--- config.mk ---
export PLATFORM = sky130hd
export DESIGN_NAME = double_ended_queue
export DESIGN_NICKNAME = d
export VERILOG_FILES = /design/src/hw/rtl/deq_pkg.sv /design/src/hw/rtl/deq_ram.sv /design/src/hw/rtl/deq_idx_unit.sv /design/src/hw/rtl/double_ended_queue.sv
export SDC_FILE = /design/constraint.sdc
export NUM_CORES = 1
export LEC_CHECK = 0
export ABC_AREA = 1
export BUFFER_PORTS_ARGS = -buffer_cell sky130_fd_sc_hd__buf_4
export CORE_MARGIN = 2
export CORE_UTILIZATION = 66
export DETAILED_ROUTE_END_ITERATION = 8
export PLACE_DENSITY = 0.92
export SLEW_MARGIN = 5
export SYNTH_ARGS = -nofsm -noshare
export SYNTH_HDL_FRONTEND = slang
export SYNTH_SLANG_ARGS = --single-unit
--- constraint.sdc ---
create_clock -name i_clk -period 5.1 [get_ports i_clk]
set_input_delay 0.765 -clock i_clk [delete_from_list [all_inputs] [get_ports i_clk]]
set_output_delay 0.765 -clock i_clk [all_outputs]
set_load 0.1 [all_outputs]
--- src/hw/rtl/deq_pkg.sv ---
// deq_pkg: shared constants and types for the double-ended queue
// depends on nothing; imported by deq_idx_unit and double_ended_queue
package deq_pkg;

    localparam int DEPTH = 16;
    localparam int IDX_W = $clog2(DEPTH);
    localparam int CNT_W = $clog2(DEPTH + 1);
    localparam int DATA_W = 8;
    localparam int FUNC_W = 3;
    localparam int STAT_W = 2;

    localparam logic [FUNC_W-1:0] FN_PUSH_FRONT = 3'd0;
    localparam logic [FUNC_W-1:0] FN_PUSH_BACK  = 3'd1;
    localparam logic [FUNC_W-1:0] FN_POP_FRONT  = 3'd2;
    localparam logic [FUNC_W-1:0] FN_POP_BACK   = 3'd3;
    localparam logic [FUNC_W-1:0] FN_LIST_FWD   = 3'd4;
    localparam logic [FUNC_W-1:0] FN_LIST_BWD   = 3'd5;

    localparam logic [STAT_W-1:0] ST_OK    = 2'd0;
    localparam logic [STAT_W-1:0] ST_EMPTY = 2'd1;
    localparam logic [STAT_W-1:0] ST_FULL  = 2'd2;

    typedef struct packed {
        logic [IDX_W-1:0] idx;
        logic             dec;
    } t_idx_op;

endpackage

--- src/hw/rtl/deq_ram.sv ---
// deq_ram: generic single-write, single-read RAM with registered read data
// depends on nothing
module deq_ram #(
    parameter int WIDTH = 8,
    parameter int DEPTH = 16
) (
    input  logic                     i_clk,
    input  logic                     i_we,
    input  logic [$clog2(DEPTH)-1:0] i_waddr,
    input  logic [WIDTH-1:0]         i_wdata,
    input  logic                     i_re,
    input  logic [$clog2(DEPTH)-1:0] i_raddr,
    output logic [WIDTH-1:0]         o_rdata
);
    logic [WIDTH-1:0] r_mem [DEPTH];
    logic [WIDTH-1:0] r_rdata;

    always_ff @(posedge i_clk) begin
        if (i_we) begin
            r_mem[i_waddr] <= i_wdata;
        end
        if (i_re) begin
            r_rdata <= r_mem[i_raddr];
        end
    end

    assign o_rdata = r_rdata;
endmodule

--- src/hw/rtl/deq_idx_unit.sv ---
// deq_idx_unit: shared circular index step unit, wrap increment or decrement
// depends on deq_pkg
module deq_idx_unit import deq_pkg::*; (
    input  t_idx_op          i_op,
    output logic [IDX_W-1:0] o_idx
);
    always_comb begin
        if (i_op.dec) begin
            o_idx = (i_op.idx == '0) ? IDX_W'(DEPTH - 1) : i_op.idx - IDX_W'(1);
        end else begin
            o_idx = (i_op.idx == IDX_W'(DEPTH - 1)) ? '0 : i_op.idx + IDX_W'(1);
        end
    end
endmodule

--- src/hw/rtl/double_ended_queue.sv ---
// double_ended_queue: deque of bytes in a circular RAM under a small sequencer
// depends on deq_pkg, deq_ram, deq_idx_unit
// push and pop give their single result beat in the cycle after accept
// list: each stored element takes a RAM read state, then an output beat, DEPTH at most
// ready returns the cycle after the last result beat is taken; one item at a time
// reset: synchronous active low, empties the deque; RAM contents are not cleared
module double_ended_queue import deq_pkg::*; (
    input  logic              i_clk,
    input  logic              i_rst_n,
    input  logic              i_valid,
    output logic              o_ready,
    input  logic [FUNC_W-1:0] i_func,
    input  logic [DATA_W-1:0] i_value,
    output logic              o_valid,
    input  logic              i_ready,
    output logic [DATA_W-1:0] o_item_value,
    output logic [STAT_W-1:0] o_status,
    output logic              o_last
);
    typedef enum logic [1:0] {S_IDLE, S_READ, S_SEND} t_state;

    t_state            r_state, n_state;
    logic [IDX_W-1:0]  r_front, n_front;
    logic [IDX_W-1:0]  r_back, n_back;
    logic [CNT_W-1:0]  r_count, n_count;
    logic [IDX_W-1:0]  r_pos, n_pos;
    logic [CNT_W-1:0]  r_left, n_left;
    logic              r_dir_bwd, n_dir_bwd;
    logic [STAT_W-1:0] r_status, n_status;
    logic              r_last, n_last;
    logic              r_from_ram, n_from_ram;

    t_idx_op           idx_op;
    logic [IDX_W-1:0]  idx_res;
    logic              ram_we;
    logic [IDX_W-1:0]  ram_waddr;
    logic              ram_re;
    logic [DATA_W-1:0] ram_rdata;
    logic              in_beat;
    logic              out_beat;
    logic              full;
    logic              empty;

    assign in_beat  = i_valid && o_ready;
    assign out_beat = o_valid && i_ready;
    assign full     = (r_count == CNT_W'(DEPTH));
    assign empty    = (r_count == '0);

    // operand select for the shared index unit
    always_comb begin
        idx_op.idx = r_pos;
        idx_op.dec = r_dir_bwd;
        if (r_state == S_IDLE) begin
            case (i_func)
                FN_PUSH_FRONT: begin
                    idx_op.idx = r_front;
                    idx_op.dec = 1'b1;
                end
                FN_POP_FRONT: begin
                    idx_op.idx = r_front;
                    idx_op.dec = 1'b0;
                end
                FN_PUSH_BACK: begin
                    idx_op.idx = r_back;
                    idx_op.dec = 1'b0;
                end
                FN_POP_BACK, FN_LIST_BWD: begin
                    idx_op.idx = r_back;
                    idx_op.dec = 1'b1;
                end
                default: begin
                    idx_op.idx = r_front;
                    idx_op.dec = 1'b0;
                end
            endcase
        end
    end

    deq_idx_unit u_idx (
        .i_op  (idx_op),
        .o_idx (idx_res)
    );

    always_comb begin
        n_state    = r_state;
        n_front    = r_front;
        n_back     = r_back;
        n_count    = r_count;
        n_pos      = r_pos;
        n_left     = r_left;
        n_dir_bwd  = r_dir_bwd;
        n_status   = r_status;
        n_last     = r_last;
        n_from_ram = r_from_ram;
        ram_we     = 1'b0;
        ram_waddr  = r_back;
        ram_re     = 1'b0;
        case (r_state)
            S_IDLE: begin
                if (in_beat) begin
                    n_status   = ST_OK;
                    n_last     = 1'b1;
                    n_from_ram = 1'b0;
                    case (i_func)
                        FN_PUSH_FRONT, FN_PUSH_BACK: begin
                            n_state = S_SEND;
                            if (full) begin
                                n_status = ST_FULL;
                            end else begin
                                ram_we  = 1'b1;
                                n_count = r_count + CNT_W'(1);
                                if (i_func == FN_PUSH_FRONT) begin
                                    ram_waddr = idx_res;
                                    n_front   = idx_res;
                                end else begin
                                    ram_waddr = r_back;
                                    n_back    = idx_res;
                                end
                            end
                        end
                        FN_POP_FRONT, FN_POP_BACK: begin
                            n_state = S_SEND;
                            if (empty) begin
                                n_status = ST_EMPTY;
                            end else begin
                                n_count = r_count - CNT_W'(1);
                                if (i_func == FN_POP_FRONT) begin
                                    n_front = idx_res;
                                end else begin
                                    n_back = idx_res;
                                end
                            end
                        end
                        FN_LIST_FWD, FN_LIST_BWD: begin
                            if (empty) begin
                                n_state  = S_SEND;
                                n_status = ST_EMPTY;
                            end else begin
                                n_state   = S_READ;
                                n_left    = r_count;
                                n_dir_bwd = (i_func == FN_LIST_BWD);
                                n_pos     = (i_func == FN_LIST_BWD) ? idx_res : r_front;
                            end
                        end
                        default: begin
                            n_state = S_IDLE;
                        end
                    endcase
                end
            end
            S_READ: begin
                ram_re     = 1'b1;
                n_state    = S_SEND;
                n_status   = ST_OK;
                n_from_ram = 1'b1;
                n_last     = (r_left == CNT_W'(1));
            end
            S_SEND: begin
                if (out_beat) begin
                    if (r_from_ram && !r_last) begin
                        n_state = S_READ;
                        n_pos   = idx_res;
                        n_left  = r_left - CNT_W'(1);
                    end else begin
                        n_state = S_IDLE;
                    end
                end
            end
            default: begin
                n_state = S_IDLE;
            end
        endcase
    end

    deq_ram #(
        .WIDTH (DATA_W),
        .DEPTH (DEPTH)
    ) u_ram (
        .i_clk   (i_clk),
        .i_we    (ram_we),
        .i_waddr (ram_waddr),
        .i_wdata (i_value),
        .i_re    (ram_re),
        .i_raddr (r_pos),
        .o_rdata (ram_rdata)
    );

    always_ff @(posedge i_clk) begin
        if (!i_rst_n) begin
            r_state    <= S_IDLE;
            r_front    <= '0;
            r_back     <= '0;
            r_count    <= '0;
            r_left     <= '0;
            r_dir_bwd  <= 1'b0;
            r_last     <= 1'b0;
            r_from_ram <= 1'b0;
        end else begin
            r_state    <= n_state;
            r_front    <= n_front;
            r_back     <= n_back;
            r_count    <= n_count;
            r_left     <= n_left;
            r_dir_bwd  <= n_dir_bwd;
            r_last     <= n_last;
            r_from_ram <= n_from_ram;
        end
        r_pos    <= n_pos;
        r_status <= n_status;
    end

    assign o_ready      = (r_state == S_IDLE);
    assign o_valid      = (r_state == S_SEND);
    assign o_item_value = r_from_ram ? ram_rdata : '0;
    assign o_status     = r_status;
    assign o_last       = r_last;
endmodule
; ---- After elaboration in Yosys (flattened, before gate mapping)
; Memories as Yosys holds them, arrays and structs flattened. A register that Yosys moved wholly into a read port is not among the register bits.
; Index checks and enable logic that the tools add are counted.
[op_classes]
add_sub_neg = 5
n_mul = 0
n_div = 0
order_cmp = 0
n_eq_ne = 21
n_shift = 0
mux = 59
bitwise_logic = 1
n_reduce_logical = 24
[op_table]
columns = op, count
row1 = $mux W4, 22
row2 = $mux W5, 8
row3 = $pmux W4 S2, 3
row4 = $pmux W5 S2, 2
row5 = $pmux W5 S3, 1
row6 = $ne A2 B2 Y1 const B, 7
row7 = $reduce_and A7 Y1, 2
row8 = $pmux W2 S2, 3
row9 = $mux W1, 11
row10 = $mux W2, 5
row11 = $sub A5 B1 Y5 const B, 2
row12 = $mux W8, 1
row13 = $ne A2 B1 Y1 const B, 4
row14 = $reduce_or A2 Y1, 4
row15 = $reduce_or A4 Y1, 2
row16 = $eq A3 B2 Y1 const B, 2
row17 = $eq A3 B3 Y1 const B, 2
row18 = $pmux W2 S3, 1
row19 = $reduce_and A6 Y1, 1
row20 = $reduce_bool A2 Y1, 3
row21 = $add A5 B1 Y5 const B, 1
row22 = $eq A5 B1 Y1 const B, 1
row23 = $eq A5 B5 Y1 const B, 1
row24 = $logic_not A5 Y1, 1
row25 = other kinds (16), 20
[word_totals]
register_bits = 29
latchBits = 0
ram_bits = 128
romBits = 0
input_bits = 15
output_inout_bits = 13
word_cells = 121
n_memories = 1
[mem_list]
columns = name, words, word_bits, rd, rd_clocked_by_memory_dff, write_ports, line
row1 = u_ram.r_mem, 16, 8, 1, 1, 1, deq_ram.sv:15  ; logic [WIDTH-1:0] r_mem [DEPTH];

; ---- Logic depth before layout (Yosys ltp)
[depth]
ltp_word = 12
ltp_mapped = 15

; ---- Cells and area by module
; A second synthesis with hierarchy kept.
[unflattened]
cells_unflattened = 840
area_unflattened_um2 = 7753.7
[by_module_without_submodules]
columns = module, instances, cells_each, area_each_um2, seq_area_each_um2
row1 = deq_ram, 1, 551, 5846.9, 4083.9
row2 = double_ended_queue, 1, 262, 1762.9, 640.6
row3 = deq_idx_unit, 1, 27, 143.9, 0.0

; ---- Least setup slack after synthesis
; No wires, ideal clock.
[synth_path]
kind = flip-flop to flip-flop
start = register r_state[1]
end = memory u_ram.r_mem[11][0], enable pin
setup_ps = 370
arrival_ps = 2544
t_required_ps = 4730
slack_ps = 2186
stages_incl_launch_ff = 13
n_path_buf = 0
period_less_slack_ps = 2914
cell_sequence = dfxtp_1 nor2_4 nand3_1 nand2_4 inv_2 ha_1 nand3_1 o21ai_0 a21oi_2 nand2_1 o21ai_1 nand2_1 nor2_1
[synth_via]
elab_chain_len = 10
[synth_lines]
columns = element, line
row1 = "start, declared", double_ended_queue.sv:22  ; t_state r_state, n_state;
row2 = "start signal, assigned", double_ended_queue.sv:199  ; r_state <= n_state;
row3 = $logic_not A2 Y1 *, double_ended_queue.sv:212  ; assign o_ready = (r_state == S_IDLE);
row4 = via o_ready, double_ended_queue.sv:11  ; output logic o_ready,
row5 = $mux W5, double_ended_queue.sv:53  ; if (r_state == S_IDLE) begin
row6 = "$add A4 B1 Y4, or another cell as far along", deq_idx_unit.sv:11  ; o_idx = (i_op.idx == IDX_W'(DEPTH - 1)) ? '0 : i_op.idx + IDX_W'(1);
row7 = $mux W4 (on tied branches), "deq_idx_unit.sv:11, deq_idx_unit.sv:9"
row8 = $mux W4, deq_idx_unit.sv:8  ; if (i_op.dec) begin
row9 = $mux W4, double_ended_queue.sv:112  ; if (i_func == FN_PUSH_FRONT) begin
row10 = $mux W4, double_ended_queue.sv:107  ; if (full) begin
row11 = $mux W4, double_ended_queue.sv:104  ; case (i_func)
row12 = $mux W4, double_ended_queue.sv:100  ; if (in_beat) begin
row13 = $mux W4, double_ended_queue.sv:98  ; case (r_state)
row14 = "end, declared", deq_ram.sv:15
; The timed path passes the listed nets; every way through them passes the cells marked *.

; ---- Final worst setup path
[layout_path]
start = register r_pos[2]
end = memory u_ram.r_mem[5][7], enable pin
[layout_via]
elab_chain_len = 9
[layout_lines]
columns = element, line
row1 = "start, declared", double_ended_queue.sv:26  ; logic [IDX_W-1:0] r_pos, n_pos;
row2 = "start signal, assigned", double_ended_queue.sv:208  ; r_pos <= n_pos;
row3 = $mux W5 *, double_ended_queue.sv:53
row4 = "$add A4 B1 Y4, or another cell as far along", deq_idx_unit.sv:11
row5 = $mux W4 (on tied branches), "deq_idx_unit.sv:11, deq_idx_unit.sv:9"
row6 = $mux W4 *, deq_idx_unit.sv:8
row7 = $mux W4 *, double_ended_queue.sv:112
row8 = $mux W4 *, double_ended_queue.sv:107
row9 = $mux W4 *, double_ended_queue.sv:104
row10 = $mux W4 *, double_ended_queue.sv:100
row11 = $mux W4 *, double_ended_queue.sv:98
; Every way passes the cells marked *; elsewhere a longest branch is shown, timed or not.

==> results.txt <==
Unique masters post-synth: 36
async set-or-reset flop fraction in the synthesized netlist: 0%
Die W: 110 um
sum of internal, switching and leakage power: 3.00 mW
Vias per Instance: 6.58
maximum capacitance violations: 0
number of hold buffers added after CTS: 0
Fillers: 599
number of DRC violations after detailed-routing iteration 0: 1032
DIE AREA: 12000 um^2
I/O pin count: 28
critical path type: register to register
area inside the core boundary: 10800 um^2
count of cells resized by post-cts repair: 0
most frequent standard cell in the layout excluding fill and tap cells: sky130_fd_sc_hd__edfxtp_1
aggregate global routing overflow: 0
minimum clock period after layout: 3.56 ns
family with the most delay on the worst path: simple AND/OR/NAND/NOR gates
element type at the critical path end: register
Max H-tree Level: 4
global router's overall resource usage: 33.9%
nature of the critical path startpoint: register
total power density per cell area: 366 nW/um^2
Clock Path Buffers: 2
antenna cells: 0
Arrival @ worst endpoint: 3.75 ns
final worst-path setup slack: 1.54 ns
Synth-to-Final Area Change: 11.3%
DRC viols: 0
worst-path maximum fanout: 22
TritonCTS buffer count: 17
peak supply drop: 255 uV
count of flip-flops with a built-in enable after synthesis: 142
worst min-delay path class: register to register
transition time at the pin with the least slew margin: 1.08 ns
root buffer selected by CTS: sky130_fd_sc_hd__clkbuf_8
overall die height: 110 um
total negative setup slack: 0 ns
first-pass GRT wire length: 28900 um
routed length per placed instance: 22.9 um
total count of max-transition violations in the final report: 0
post-synthesis cell area: 7360 um^2
drt pass-1 iters: 6
Hold Fails Final Rpt: 0
number of buffer and inverter instances along the worst setup path: 1
maximum number of pins on one net before global-route repair: 97
worst reg2reg setup slack: 1.54 ns
period utilisation layout: 69.9%
Finished Cell Area: 8190 um^2
Clock Latency Late Sink: 0.56 ns
number of standard cells after synthesis: 660
Most common cell on crit path: sky130_fd_sc_hd__nand2_1
worst-case setup slack after placement: 1.52 ns
Vias: 5503
final weighted congestion in routability-driven placement: 0.937
share of the yosys chip area belonging to registers: 64.2%
clock-pin slew on the worst setup and hold paths: 0.07 ns
standard cell with the maximum stage delay on the critical path: sky130_fd_sc_hd__edfxtp_1
clock sink total: 165
wire length after detailed routing: 19100 um
highest cell delay on the worst timing path: 0.72 ns
layout net count: 706
Yosys Warn Count: 0
Yosys reg bits: 165
Detail Route Antenna Nets: 0
initial core utilization: 67.9%
placed inst area: 7660 um^2
ordered cell list for the critical path: inv_1, nand2_1, nand2_2, nand2_1, nor2_2, nor2_1, a21oi_2, nand2_1, o21ai_1, nand2_1, nor2_1
final setup vio count: 0
mean instance size in the synthesized netlist: 11.2 um^2
nets in the synthesized netlist: 683
worst rel slew slack: 28.0%
top library cells by usage in the layout, fill and taps aside: 142 x sky130_fd_sc_hd__edfxtp_1, 76 x sky130_fd_sc_hd__inv_1, 75 x sky130_fd_sc_hd__nand2_1
CTS tree: built
worst setup skew after layout: 0.00901 ns
dpl hpwl: 11300 um
Fmax: 281 MHz
post-route insts no fill: 836
standard-cell row count: 38
count of port buffers added during placement: 27
outcome: finished, final reports clean
buffers inserted during post-CTS setup optimization: 0
RSZ-0062 raised after global routing: no
total instance count after detailed placement: 804
most instantiated flip-flop cell in the synthesis netlist: sky130_fd_sc_hd__edfxtp_1
via count of the first global-routing pass: 5334
antenna violations before repair: 0
data required time at the worst endpoint: 5.28 ns
fraction of final layout cells with drive strength greater than 1: 13.8%
Leakage: 3.17 nW
## power by group
part           internal [mW]  leakage, nW  total [mW]  switching (mW)
registers               1.49         1.47        1.50          0.0181
logic                 0.0855         1.44       0.324           0.238
clock network          0.609        0.258        1.17           0.561
total                   2.18         3.17        3.00           0.818
## stage by stage
stage / hold slack (ns) / util [%]
floorplan: 0.430 / -
global placement: 0.447 / 70.7
detailed placement: 0.451 / 70.7
CTS: 0.461 / 75.6
global route: 0.517 / 75.6
finish: 0.466 / 75.6
## registers in the layout, indices dropped and copies added, names as in the netlist
name	count
o_last	1
r_state	2
r_from_ram	1
u_ram.r_mem	128
r_front	4
r_pos	4
o_status	2
r_left	5
r_back	4
r_count	5
u_ram.o_rdata	8
r_dir_bwd	1
## cells in the mapped netlist, types with 2 or more instances
| cell type | instances | share of area, % |
|---|---|---|
| sky130_fd_sc_hd__nor2_1 | 37 | 1.9 |
| sky130_fd_sc_hd__dfxtp_1 | 23 | 6.3 |
| sky130_fd_sc_hd__inv_2 | 5 | 0.25 |
| sky130_fd_sc_hd__inv_1 | 76 | 3.9 |
| sky130_fd_sc_hd__a211oi_1 | 2 | 0.20 |
| sky130_fd_sc_hd__xor2_1 | 4 | 0.48 |
| sky130_fd_sc_hd__nand3_1 | 37 | 2.5 |
| sky130_fd_sc_hd__a21oi_2 | 2 | 0.24 |
| sky130_fd_sc_hd__a21oi_1 | 53 | 3.6 |
| sky130_fd_sc_hd__o211ai_1 | 34 | 3.5 |
| sky130_fd_sc_hd__o21ai_1 | 2 | 0.14 |
| sky130_fd_sc_hd__buf_2 | 5 | 0.34 |
| sky130_fd_sc_hd__nand3_2 | 6 | 0.82 |
| sky130_fd_sc_hd__o21ai_0 | 63 | 4.3 |
| sky130_fd_sc_hd__mux2i_1 | 32 | 4.4 |
| sky130_fd_sc_hd__or2_2 | 3 | 0.25 |
| sky130_fd_sc_hd__buf_1 | 2 | 0.10 |
| sky130_fd_sc_hd__nand4_1 | 3 | 0.25 |
| sky130_fd_sc_hd__clkinv_1 | 2 | 0.10 |
| sky130_fd_sc_hd__edfxtp_1 | 142 | 58 |
| sky130_fd_sc_hd__nand2_1 | 75 | 3.8 |
| sky130_fd_sc_hd__nand2_2 | 7 | 0.59 |
| sky130_fd_sc_hd__o21ai_2 | 2 | 0.24 |
| sky130_fd_sc_hd__nor3_1 | 3 | 0.20 |
| sky130_fd_sc_hd__nor2_2 | 5 | 0.42 |
| sky130_fd_sc_hd__clkbuf_1 | 19 | 0.97 |
| sky130_fd_sc_hd__ha_1 | 7 | 1.2 |
## logic make-up after synthesis
family	share of synthesized area, %
flip-flops	64.2
multiplexers	4.35
AO/OA/AOI/OAI	12.3
adder cells (fa/ha/maj)	1.46
XOR/XNOR	0.476
buffers and inverters	5.79
AND/OR/NAND/NOR	11.4
## cell type report
class / instances / area (um^2) / area share [%]
flip-flops and latches: 165 / 4720 / 57.7
multi-input cells: 384 / 2210 / 27.0
clock buffers: 17 / 414 / 5.05
inverters: 85 / 323 / 3.94
repair buffers: 30 / 225 / 2.75
well taps: 140 / 175 / 2.14
clock inverters: 15 / 120 / 1.47
## final timing paths
path | end | cells after the start | from
worst max-delay path | u_ram.r_mem[5][7] | 11 | r_pos[2]
worst min-delay path | r_dir_bwd | 2 | r_dir_bwd
worst min register to register | r_dir_bwd | 2 | r_dir_bwd
worst max register to register | u_ram.r_mem[5][7] | 11 | r_pos[2]
## worst min-delay path, delay by kind of cell, from the launching register on
family                 cells  cell delay, ns
buffers and inverters      1            0.06
AO/OA/AOI/OAI              1            0.06
flip-flops                 1            0.30
## routing by layer
| metal | vias up | track usage [%] | wire [um] |
|---|---|---|---|
| met1 | 2561 | 42.3 | 6670 |
| met3 | 115 | 9.07 | 2290 |
| li1 | 2378 | - | - |
| met4 | 0 | 17.9 | 1040 |
| met2 | 449 | 54.3 | 9110 |
| met5 | - | 0 | 0 |
No activity file was read; power rests on OpenSTA's default activity.
